--- config.mk ---
export PLATFORM = sky130hd
export DESIGN_NAME = frame_bitmap_allocator
export DESIGN_NICKNAME = d
export VERILOG_FILES = /design/src/design/fba_pkg.sv /design/src/design/frame_bitmap_allocator.sv
export SDC_FILE = /design/constraint.sdc
export NUM_CORES = 2
export LEC_CHECK = 0
export ABC_AREA = 1
export BUFFER_PORTS_ARGS = -buffer_cell sky130_fd_sc_hd__buf_2
export CORE_UTILIZATION = 40
export DETAILED_ROUTE_END_ITERATION = 8
export GPL_ROUTABILITY_DRIVEN = 0
export PLACE_DENSITY = 0.64
export SYNTH_ARGS = -nofsm -noshare
export SYNTH_HDL_FRONTEND = slang
export SYNTH_SLANG_ARGS = --single-unit
export TNS_END_PERCENT = 10
--- constraint.sdc ---
create_clock -name i_clk -period 8.4 [get_ports i_clk]
set_input_delay 1.26 -clock i_clk [delete_from_list [all_inputs] [get_ports i_clk]]
set_output_delay 1.26 -clock i_clk [all_outputs]
set_load 0.01 [all_outputs]
--- src/design/fba_pkg.sv ---
`timescale 1ns / 1ps

package fba_pkg;

    localparam int MAX_FRAMES_DEF = 4096;
    localparam int WORD_BITS      = 32;
    localparam int BIT_IDX_W      = 5;
    localparam int FRAME_W        = 12;
    localparam int CFG_W          = 13;
    localparam int STATUS_W       = 3;

    localparam logic [CFG_W-1:0] FRAME_COUNT_RST = 13'd4096;

    typedef enum logic {
        OP_ALLOC = 1'b0,
        OP_FREE  = 1'b1
    } t_opcode;

    typedef enum logic [STATUS_W-1:0] {
        ST_ALLOCATED = 3'd0,
        ST_HAD_FRAME = 3'd1,
        ST_NO_FRAME  = 3'd2,
        ST_FREED     = 3'd3,
        ST_NOTHING   = 3'd4
    } t_status;

    typedef enum logic [2:0] {
        S_CLEAR,
        S_IDLE,
        S_SCAN,
        S_FREE_RD,
        S_FREE_WR,
        S_DONE
    } t_state;

endpackage

--- src/design/frame_bitmap_allocator.sv ---
`timescale 1ns / 1ps

// Channel    Direction  Handshake          Payload
// request    in         i_valid/o_ready    i_opcode, i_page_frame, i_is_kernel, i_writable
// result     out        o_valid/i_ready    o_new_frame, o_present_bit, o_rw_bit, o_user_bit,
//                                          o_status
// config     in         i_cfg_we           i_cfg_wdata (frame_count)
//
// One request at a time. Allocation reads one bitmap word per cycle from the memory
// read port and tests each word while fetching the next; the lowest clear bit found is
// set and its frame returned. A free reads the word, then writes it with the bit clear.
// After reset a clearing pass writes MAX_FRAMES/32 words with o_ready low. A stalled
// result sits in the output register; the next request is taken meanwhile and its
// result waits until the register is free.

module frame_bitmap_allocator #(
    parameter int MAX_FRAMES = fba_pkg::MAX_FRAMES_DEF
) (
    input  logic                         i_clk,
    input  logic                         i_rst_n,
    input  logic                         i_cfg_we,
    input  logic [fba_pkg::CFG_W-1:0]    i_cfg_wdata,
    input  logic                         i_valid,
    output logic                         o_ready,
    input  logic                         i_opcode,
    input  logic [fba_pkg::FRAME_W-1:0]  i_page_frame,
    input  logic                         i_is_kernel,
    input  logic                         i_writable,
    output logic                         o_valid,
    input  logic                         i_ready,
    output logic [fba_pkg::FRAME_W-1:0]  o_new_frame,
    output logic                         o_present_bit,
    output logic                         o_rw_bit,
    output logic                         o_user_bit,
    output logic [fba_pkg::STATUS_W-1:0] o_status
);
    import fba_pkg::*;

    localparam int NWORDS = MAX_FRAMES / WORD_BITS;
    localparam int AW     = (NWORDS > 1) ? $clog2(NWORDS) : 1;
    // Counter width: must hold NWORDS itself and frame_count/32
    localparam int CW     = (AW + 1 > CFG_W - BIT_IDX_W) ? AW + 1 : CFG_W - BIT_IDX_W;
    localparam logic [CW-1:0] NWORDS_C = CW'(NWORDS);
    localparam logic [CW-1:0] LAST_C   = CW'(NWORDS - 1);

    // Bitmap memory, one port each way
    logic [WORD_BITS-1:0] r_bitmap [NWORDS];
    logic [WORD_BITS-1:0] r_rdata;
    logic                 mem_we, mem_re;
    logic [AW-1:0]        mem_waddr, mem_raddr;
    logic [WORD_BITS-1:0] mem_wdata;

    // Sequencer state
    t_state               r_state, n_state;
    logic [CW-1:0]        r_word, n_word;
    logic                 r_chk_valid, n_chk_valid;
    logic [AW-1:0]        r_chk_addr, n_chk_addr;
    logic [CFG_W-1:0]     r_frame_count;

    // Latched request
    logic [FRAME_W-1:0]   r_pf, n_pf;
    logic                 r_kern, n_kern;
    logic                 r_wr, n_wr;

    // Pending result and output register
    logic [FRAME_W-1:0]   r_res_frame, n_res_frame;
    logic                 r_res_pr, n_res_pr;
    logic                 r_res_rw, n_res_rw;
    logic                 r_res_us, n_res_us;
    t_status              r_res_st, n_res_st;

    logic                 r_out_valid, n_out_valid;
    logic [FRAME_W-1:0]   r_out_frame, n_out_frame;
    logic                 r_out_pr, n_out_pr;
    logic                 r_out_rw, n_out_rw;
    logic                 r_out_us, n_out_us;
    t_status              r_out_st, n_out_st;

    // Word unit for the scan: lowest clear bit of the word under test
    logic [WORD_BITS-1:0] low_zero;
    logic [BIT_IDX_W-1:0] low_idx;
    logic                 word_full;
    logic [CW-1:0]        fc_words, scan_limit;
    logic [CW-1:0]        in_word;
    logic [AW-1:0]        free_addr;
    logic [WORD_BITS-1:0] free_mask;

    assign low_zero  = ~r_rdata & (r_rdata + WORD_BITS'(1));
    assign word_full = (low_zero == '0);

    always_comb begin
        low_idx = '0;
        for (int i = 0; i < WORD_BITS; i++) begin
            for (int b = 0; b < BIT_IDX_W; b++) begin
                if (((i >> b) & 1) == 1) begin
                    low_idx[b] = low_idx[b] | low_zero[i];
                end
            end
        end
    end

    // Scan covers whole words below frame_count, clamped to the words that exist
    assign fc_words   = CW'(r_frame_count[CFG_W-1:BIT_IDX_W]);
    assign scan_limit = (fc_words > NWORDS_C) ? NWORDS_C : fc_words;

    assign in_word   = CW'(i_page_frame[FRAME_W-1:BIT_IDX_W]);
    assign free_addr = AW'(r_pf[FRAME_W-1:BIT_IDX_W]);
    assign free_mask = ~(WORD_BITS'(1) << r_pf[BIT_IDX_W-1:0]);

    assign o_ready = (r_state == S_IDLE);

    always_comb begin
        n_state     = r_state;
        n_word      = r_word;
        n_chk_valid = r_chk_valid;
        n_chk_addr  = r_chk_addr;
        n_pf        = r_pf;
        n_kern      = r_kern;
        n_wr        = r_wr;
        n_res_frame = r_res_frame;
        n_res_pr    = r_res_pr;
        n_res_rw    = r_res_rw;
        n_res_us    = r_res_us;
        n_res_st    = r_res_st;
        n_out_valid = r_out_valid && !i_ready;
        n_out_frame = r_out_frame;
        n_out_pr    = r_out_pr;
        n_out_rw    = r_out_rw;
        n_out_us    = r_out_us;
        n_out_st    = r_out_st;
        mem_we      = 1'b0;
        mem_re      = 1'b0;
        mem_waddr   = '0;
        mem_raddr   = '0;
        mem_wdata   = '0;

        unique case (r_state)
            S_CLEAR: begin
                // Sweep the bitmap to all free, one word a cycle
                mem_we    = 1'b1;
                mem_waddr = r_word[AW-1:0];
                mem_wdata = '0;
                if (r_word == LAST_C) begin
                    n_word  = '0;
                    n_state = S_IDLE;
                end else begin
                    n_word = r_word + CW'(1);
                end
            end

            S_IDLE: begin
                if (i_valid) begin
                    n_pf        = i_page_frame;
                    n_kern      = i_is_kernel;
                    n_wr        = i_writable;
                    n_res_frame = '0;
                    n_res_pr    = 1'b0;
                    n_res_rw    = 1'b0;
                    n_res_us    = 1'b0;
                    unique case (t_opcode'(i_opcode))
                        OP_ALLOC: begin
                            if (i_page_frame != '0) begin
                                n_res_frame = i_page_frame;
                                n_res_st    = ST_HAD_FRAME;
                                n_state     = S_DONE;
                            end else begin
                                n_word      = '0;
                                n_chk_valid = 1'b0;
                                n_state     = S_SCAN;
                            end
                        end
                        OP_FREE: begin
                            if (i_page_frame == '0) begin
                                n_res_st = ST_NOTHING;
                                n_state  = S_DONE;
                            end else begin
                                n_res_st = ST_FREED;
                                // Drop frees that fall beyond the bitmap
                                n_state  = (in_word < NWORDS_C) ? S_FREE_RD : S_DONE;
                            end
                        end
                        default: n_state = S_IDLE;
                    endcase
                end
            end

            S_SCAN: begin
                // Test the word read last cycle while fetching the next one
                if (r_chk_valid && !word_full) begin
                    mem_we      = 1'b1;
                    mem_waddr   = r_chk_addr;
                    mem_wdata   = r_rdata | low_zero;
                    n_res_frame = FRAME_W'({r_chk_addr, low_idx});
                    n_res_pr    = 1'b1;
                    n_res_rw    = r_wr;
                    n_res_us    = ~r_kern;
                    n_res_st    = ST_ALLOCATED;
                    n_state     = S_DONE;
                end else if (r_word < scan_limit) begin
                    mem_re      = 1'b1;
                    mem_raddr   = r_word[AW-1:0];
                    n_chk_addr  = r_word[AW-1:0];
                    n_chk_valid = 1'b1;
                    n_word      = r_word + CW'(1);
                end else begin
                    n_res_st = ST_NO_FRAME;
                    n_state  = S_DONE;
                end
            end

            S_FREE_RD: begin
                mem_re    = 1'b1;
                mem_raddr = free_addr;
                n_state   = S_FREE_WR;
            end

            S_FREE_WR: begin
                mem_we    = 1'b1;
                mem_waddr = free_addr;
                mem_wdata = r_rdata & free_mask;
                n_state   = S_DONE;
            end

            S_DONE: begin
                // Hold until the output register is free
                if (!r_out_valid || i_ready) begin
                    n_out_valid = 1'b1;
                    n_out_frame = r_res_frame;
                    n_out_pr    = r_res_pr;
                    n_out_rw    = r_res_rw;
                    n_out_us    = r_res_us;
                    n_out_st    = r_res_st;
                    n_state     = S_IDLE;
                end
            end

            default: n_state = S_IDLE;
        endcase
    end

    always_ff @(posedge i_clk) begin
        if (mem_we) begin
            r_bitmap[mem_waddr] <= mem_wdata;
        end
        if (mem_re) begin
            r_rdata <= r_bitmap[mem_raddr];
        end
    end

    always_ff @(posedge i_clk) begin
        if (!i_rst_n) begin
            r_state       <= S_CLEAR;
            r_word        <= '0;
            r_chk_valid   <= 1'b0;
            r_out_valid   <= 1'b0;
            r_frame_count <= FRAME_COUNT_RST;
        end else begin
            r_state     <= n_state;
            r_word      <= n_word;
            r_chk_valid <= n_chk_valid;
            r_out_valid <= n_out_valid;
            if (i_cfg_we) begin
                r_frame_count <= i_cfg_wdata;
            end
        end
    end

    always_ff @(posedge i_clk) begin
        r_chk_addr  <= n_chk_addr;
        r_pf        <= n_pf;
        r_kern      <= n_kern;
        r_wr        <= n_wr;
        r_res_frame <= n_res_frame;
        r_res_pr    <= n_res_pr;
        r_res_rw    <= n_res_rw;
        r_res_us    <= n_res_us;
        r_res_st    <= n_res_st;
        r_out_frame <= n_out_frame;
        r_out_pr    <= n_out_pr;
        r_out_rw    <= n_out_rw;
        r_out_us    <= n_out_us;
        r_out_st    <= n_out_st;
    end

    assign o_valid       = r_out_valid;
    assign o_new_frame   = r_out_frame;
    assign o_present_bit = r_out_pr;
    assign o_rw_bit      = r_out_rw;
    assign o_user_bit    = r_out_us;
    assign o_status      = r_out_st;

endmodule

# Yosys cells after proc, flatten, opt, wreduce, memory -nomap -nowiden
# Memories as Yosys holds them, arrays and structs flattened. A register that Yosys moved wholly into a read port is not among the register bits.
# Cells that the tools add are included.
# classes
n_eq_ne	16
n_shift	1
n_bitwise	83
reduce_logical	21
add_sub_neg	2
order_cmp	3
muxes	59
# ops
cell	n
bitwise OR 1 bit	75
AND 32 bit	2
inverter 32 bit	2
case mux 32 bit (2 select lines)	1
two-way mux 8 bit	7
two-way mux 12 bit	4
two-way mux 3 bit	13
adder 32 x 1 -> 32 bit, second input constant	1
logical NOT 32 bit	1
two-way mux 32 bit	1
bitwise OR 32 bit	1
<< shifter 1 x 5 -> 32 bit, first input constant	1
case mux 12 bit (2 select lines)	1
case mux 8 bit (3 select lines)	1
two-way mux 7 bit	3
case mux 7 bit (3 select lines)	1
case mux 3 bit (2 select lines)	3
case mux 3 bit (6 select lines)	1
two-way mux 1 bit	16
inequality test 2 bit, second input constant	8
case mux 7 bit (2 select lines)	1
logical NOT 12 bit	1
case mux 1 bit (2 select lines)	6
AND reduction 6 bit	2
21 further kinds	32
# totals
mem_count	1
mem_bits_rw	4096
inputBits	33
register_bits	83
# memory_table
name	depth	word_bits	rd	rd_ports_with_merged_regs	write_ports	line_no	source
r_bitmap	128	32	1	1	1	frame_bitmap_allocator.sv:47	logic [WORD_BITS-1:0] r_bitmap [NWORDS];

# Longest topological paths before layout
# logic_depth
word_depth	19
depth_mapped	26
depth_no_buf	23

# Least setup slack after synthesis
# No wires, ideal clock.
# synth_timing
path_type	register -> register
startpoint	register r_rdata[0] (read register of r_bitmap)
endpoint	memory r_bitmap[0][22] (data pin)
path_stages_with_launch	16
setup_time_ps	1197
arrival_ps	6793
n_path_buf	1
slack_ps	410
period_less_slack_ps	7990
required_ps	7203
cell_sequence	edfxtp_1 > nand2_2 > nor2_8 > nand2_2 > nor2_2 > nand3_1 > nand2_1 > nor2_1 > nand2_1 > nor2_2 > nand2_1 > nand2_2 > inv_1 > nand2_1 > clkbuf_1 > o21ai_0
# synth_between
elab_chain_cells	7
# synth_rtl
element	line_no	source
from (decl)	frame_bitmap_allocator.sv:48	logic [WORD_BITS-1:0] r_rdata;
adder 32 x 1 -> 32 bit or inverter 32 bit (tied branches)	frame_bitmap_allocator.sv:88	assign low_zero = ~r_rdata & (r_rdata + WORD_BITS'(1));
AND 32 bit *	frame_bitmap_allocator.sv:88	
logical NOT 32 bit	frame_bitmap_allocator.sv:89	assign word_full = (low_zero == '0);
logical NOT 1 bit	frame_bitmap_allocator.sv:189	if (r_chk_valid && !word_full) begin
logical AND 1 bit	frame_bitmap_allocator.sv:189	
two-way mux 32 bit *	frame_bitmap_allocator.sv:189	
case mux 32 bit (2 select lines) *	frame_bitmap_allocator.sv:137	unique case (r_state)
via mem_wdata[22]	frame_bitmap_allocator.sv:51	logic [WORD_BITS-1:0] mem_wdata;
to (decl)	frame_bitmap_allocator.sv:47	
# Mark *: on every way through the listed nets, which the timed path passes. The rest lies on a longest branch.

# Final worst setup path
# layout_timing
startpoint	register r_rdata[4] (read register of r_bitmap)
endpoint	register r_rdata[2] (read register of r_bitmap) (data pin)
# layout_between
elab_chain_cells	7
# layout_rtl
element	line_no
adder 32 x 1 -> 32 bit or inverter 32 bit (tied branches)	frame_bitmap_allocator.sv:88
AND 32 bit *	frame_bitmap_allocator.sv:88
logical NOT 32 bit *	frame_bitmap_allocator.sv:89
logical NOT 1 bit *	frame_bitmap_allocator.sv:189
logical AND 1 bit *	frame_bitmap_allocator.sv:189
two-way mux 7 bit or two-way mux 1 bit (tied branches)	frame_bitmap_allocator.sv:189
case mux 7 bit (2 select lines) or case mux 1 bit (2 select lines) (tied branches)	frame_bitmap_allocator.sv:137
# Mark *: on every way between the ends. The rest lies on a longest branch, timed or not.
# A chain may end at the register's enable or synchronous reset.

==> impl_results.md <==
* Status: finished with violations
* Violated checks: design-rule violations
* Leading area contributor after synthesis: edfxtp_1
* Clk sink count at around 4.2k
* Port Buffers at 47
* DRC at 4
* GRT Max-Usage Layer: met2
* CTS Buffer Depth at 4
* Most common cell after layout, fill and taps aside: nand3_1
* Post-synth cell types at 43
* Synth warnings at 0
* Final setup vio count at 0
* Synth top area cells: edfxtp_1, nand3_1, nand2_1
* Net Sw Power at 12.6 mW
* H-tree depth at 5
* Crit path cell chain: nand2_1 -> nor2_1 -> nand2_2 -> inv_1 -> nand3_1 -> nand2_1 -> nor2_1 -> nand2_1 -> nor2_2 -> nand2_1 -> nand2_2 -> nand2_1 -> nor2_4 -> inv_1 -> o22ai_4 -> inv_6 -> buf_12 -> nand3_1 -> nand3_1 -> nand3_1 -> nand2_1
* Req. time, crit path at 9.11 ns
* Post-synthesis mux area share at 0%
* Max-slew violations at 0
* Postcts setup bufs at 0
* Startpoint Class: flip-flop
* Grt met2 use at 34.6%
* Largest net degree at the start of global routing at 211
* Crit path buffers/inverters at 4
* Post-Syn Nets at roughly 14k
* Commonest cells after routing, fill and taps aside: nand3_1, edfxtp_1, nand2_1
* # IOs at 53
* Chip height at 659 um
* Top cell by count, worst path: nand2_1
* WL/cell at 25.5 um
* GRT overflow at 0
* CTS tree: built
* Root Buffer: clkbuf_16
* Antenna-violating nets left at 0
* Max-cap violations at 0
* Crit Path Class: flip-flop to flip-flop
* Clk pwr share at 38.2%
* First-pass GRT wire length at 738000 um
* Fmax achieved at roughly 170 MHz
* Filler-free cell count of the finished design at 20.0k
* Post-DR vias/cell at 5.87
* Net Sw Frac at 25.7%
* Pwr Total at just under 50 mW
* Sequential Power Share at 50.8%
* Critical path peak fanout at 65
* Layout Nets at approximately 14k
* Vias at 117k
* Final Cycle Share at 71.9%
* Minimum clock period at 6.04 ns
* Setup TNS at 0 ns
* Netlist Area Pre-Place at 173000 um2
* XOR/XNOR Fraction of Synth Area at 0%
* Syn Area/Cell at 12.1 um2
* Total GRT Usage at 22.7%
* Comb pwr share at a little over a tenth
* Initial Util at 40.3%
* Slew @ Worst Pin at 1.24 ns
* Cell family with the largest share of critical-path delay: simple AND/OR/NAND/NOR gates
* Sequential element share of the synthesized area at around three quarters
* Worst-path clk slew at 0.06 ns
* Cts bufs inserted at around 430
* Met3 usage at between 4 and 5%
* Initial DRC count at approximately 17k
* Pwr dens at roughly 250 nW/um2
* Hold crit path type: flip-flop to flip-flop
* Resize count post-CTS at 0
* RSZ-0062 raised after global routing: false
* HPWL after detailed placement at around 260000 um
* Area delta synth->final at 12.0%
* Hold Buf Count CTS at 0
* Clock skew after layout at 0.0468 ns
* Worst endpoint data arrival time at between 6 and 7 ns
* Slew HR at 17.4%
* Cells after synthesis at 14.3k
* Vias in the first global route at 110k
* Compound-cell area share of the yosys netlist at 0.537%
* TritonRoute pass-1 iters at 9
* Internal Dissipation at 36.5 mW
* Chip Width at 659 um
* FF+latch count, synth at 4206
* CORE AREA at roughly 430000 um2
* Adder and majority gate portion of the synthesized area at 0.0797%
* Leakage Power at 65.6 nW
* Setup crit end kind: flip-flop
* Layout cells sized above 1 at 8.31%
* Clk_lat worst skew at about 0.99 ns
* CP max stage cell: o22ai_4
* Max rail drop VDD at about 280 uV
* Delay of the slowest critical-path stage at 0.92 ns
* Die area at 434000 um2
* Main combinational cell family by area after synthesis: simple AND/OR/NAND/NOR gates
* Cell count after placement at 19.2k
* Synth top area share at between 70 and 80%
* Final Hold Viols at 0
* Initial antenna violation count at 13
* Met1 Resource Use GR at 31.5%
* Row count at 240
* Final WL at 510000 um
* Simple-gate area share of the yosys netlist at 23.1%
routing by layer:
layer / part of all wire, % / routed length (um)
met5: 0.0037 / 19
met3: 11 / 56700
met2: 45 / 230000
met1: 39 / 201000
met4: 4.5 / 22700
registers in the layout, summed over array words and instances, names as in the netlist, 3 cells and up:
name,flops
r_word,8
r_res_frame,12
r_state,3
r_pf,12
r_res_st,3
r_bitmap,4096
r_rdata,32
r_frame_count,8
o_new_frame,12
o_status,3
r_chk_addr,7
cells in the mapped netlist:
master     count
nand3_1     5746
edfxtp_1    4185
nand2_1     2618
buf_2        600
clkbuf_1     389
nor2_1       233
o21ai_0      112
inv_1        104
buf_1         55
buf_4         41
a21oi_1       27
dfxtp_1       21
nor3_1        20
buf_6         15
nand4_1       12
ha_1          11
o22ai_1       11
nand2_2        9
inv_2          8
nor2_2         5
a211oi_1       4
a22o_1         4
a31oi_1        3
nor4_1         3
and3_1         2
nand3_2        2
nor3_2         2
o211ai_1       2
o32ai_1        2
a2111oi_0      1
a31o_2         1
and3b_1        1
clkinv_1       1
nand2_4        1
nand3b_1       1
nor2_4         1
nor2_8         1
nor3b_1        1
o21a_1         1
o21ai_1        1
o21ai_2        1
o31ai_1        1
or2_2          1
power by group through the flow:
stage	Combinational (mW)	Sequential, mW	Clock (mW)
finish	5.42	25.0	18.8
detailed placement	5.31	25.4	0
global route	5.66	25.0	19.7
floorplan	2.55	25.8	0
global placement	5.21	25.4	0
CTS	5.32	25.0	18.9
worst reg2reg max path, delay by kind of cell (launching register included):
kind | cells | cell delay (ns)
buffers and inverters | 4 | 1.33
flip-flops | 1 | 0.55
AND/OR/NAND/NOR | 16 | 2.95
AO/OA/AOI/OAI | 1 | 0.92
metrics by stage:
stage	hold slack, ns	cell area, um2	setup slack, ns	util, %
4_1_cts	0.422	193000	2.62	45.1
3_3_place_gp	0.404	179000	2.62	41.9
2_1_floorplan	0.400	173000	0.410	-
3_5_place_dp	0.408	179000	2.64	41.9
5_1_grt	0.431	193000	2.23	45.1
6_report	0.420	193000	2.36	45.1
area by class of cell:
cell class                 count  area (um2)
multi-input combinational   8841       42400
fill                       37700      235000
sequential                  4206      126000
inverter                     113         459
clock buffer                 503       11100
tap                         5687        7120
timing repair buffer         386        3440
antenna                        6        15.0
clock inverter               275        2640
cell families (layout without fill, tap and decap cells):
group / Yosys count / count (layout)
AND/OR/NAND/NOR: 8659 / 8659
flip-flops: 4206 / 4206
buffers and inverters: 1213 / 1277
AO/OA/AOI/OAI: 171 / 171
adder cells (fa/ha/maj): 11 / 11
other: 0 / 6
path summary, 6_finish.rpt:
check | startpoint | end | slack [ns] | cells after the start
max | r_rdata[4] | r_rdata[2] | 2.36 | 21
min reg2reg | r_res_rw | o_rw_bit | 0.42 | 0
min | r_res_rw | o_rw_bit | 0.42 | 0
max reg2reg | r_rdata[4] | r_rdata[2] | 2.36 | 21
(Power assumes the default switching activity.)
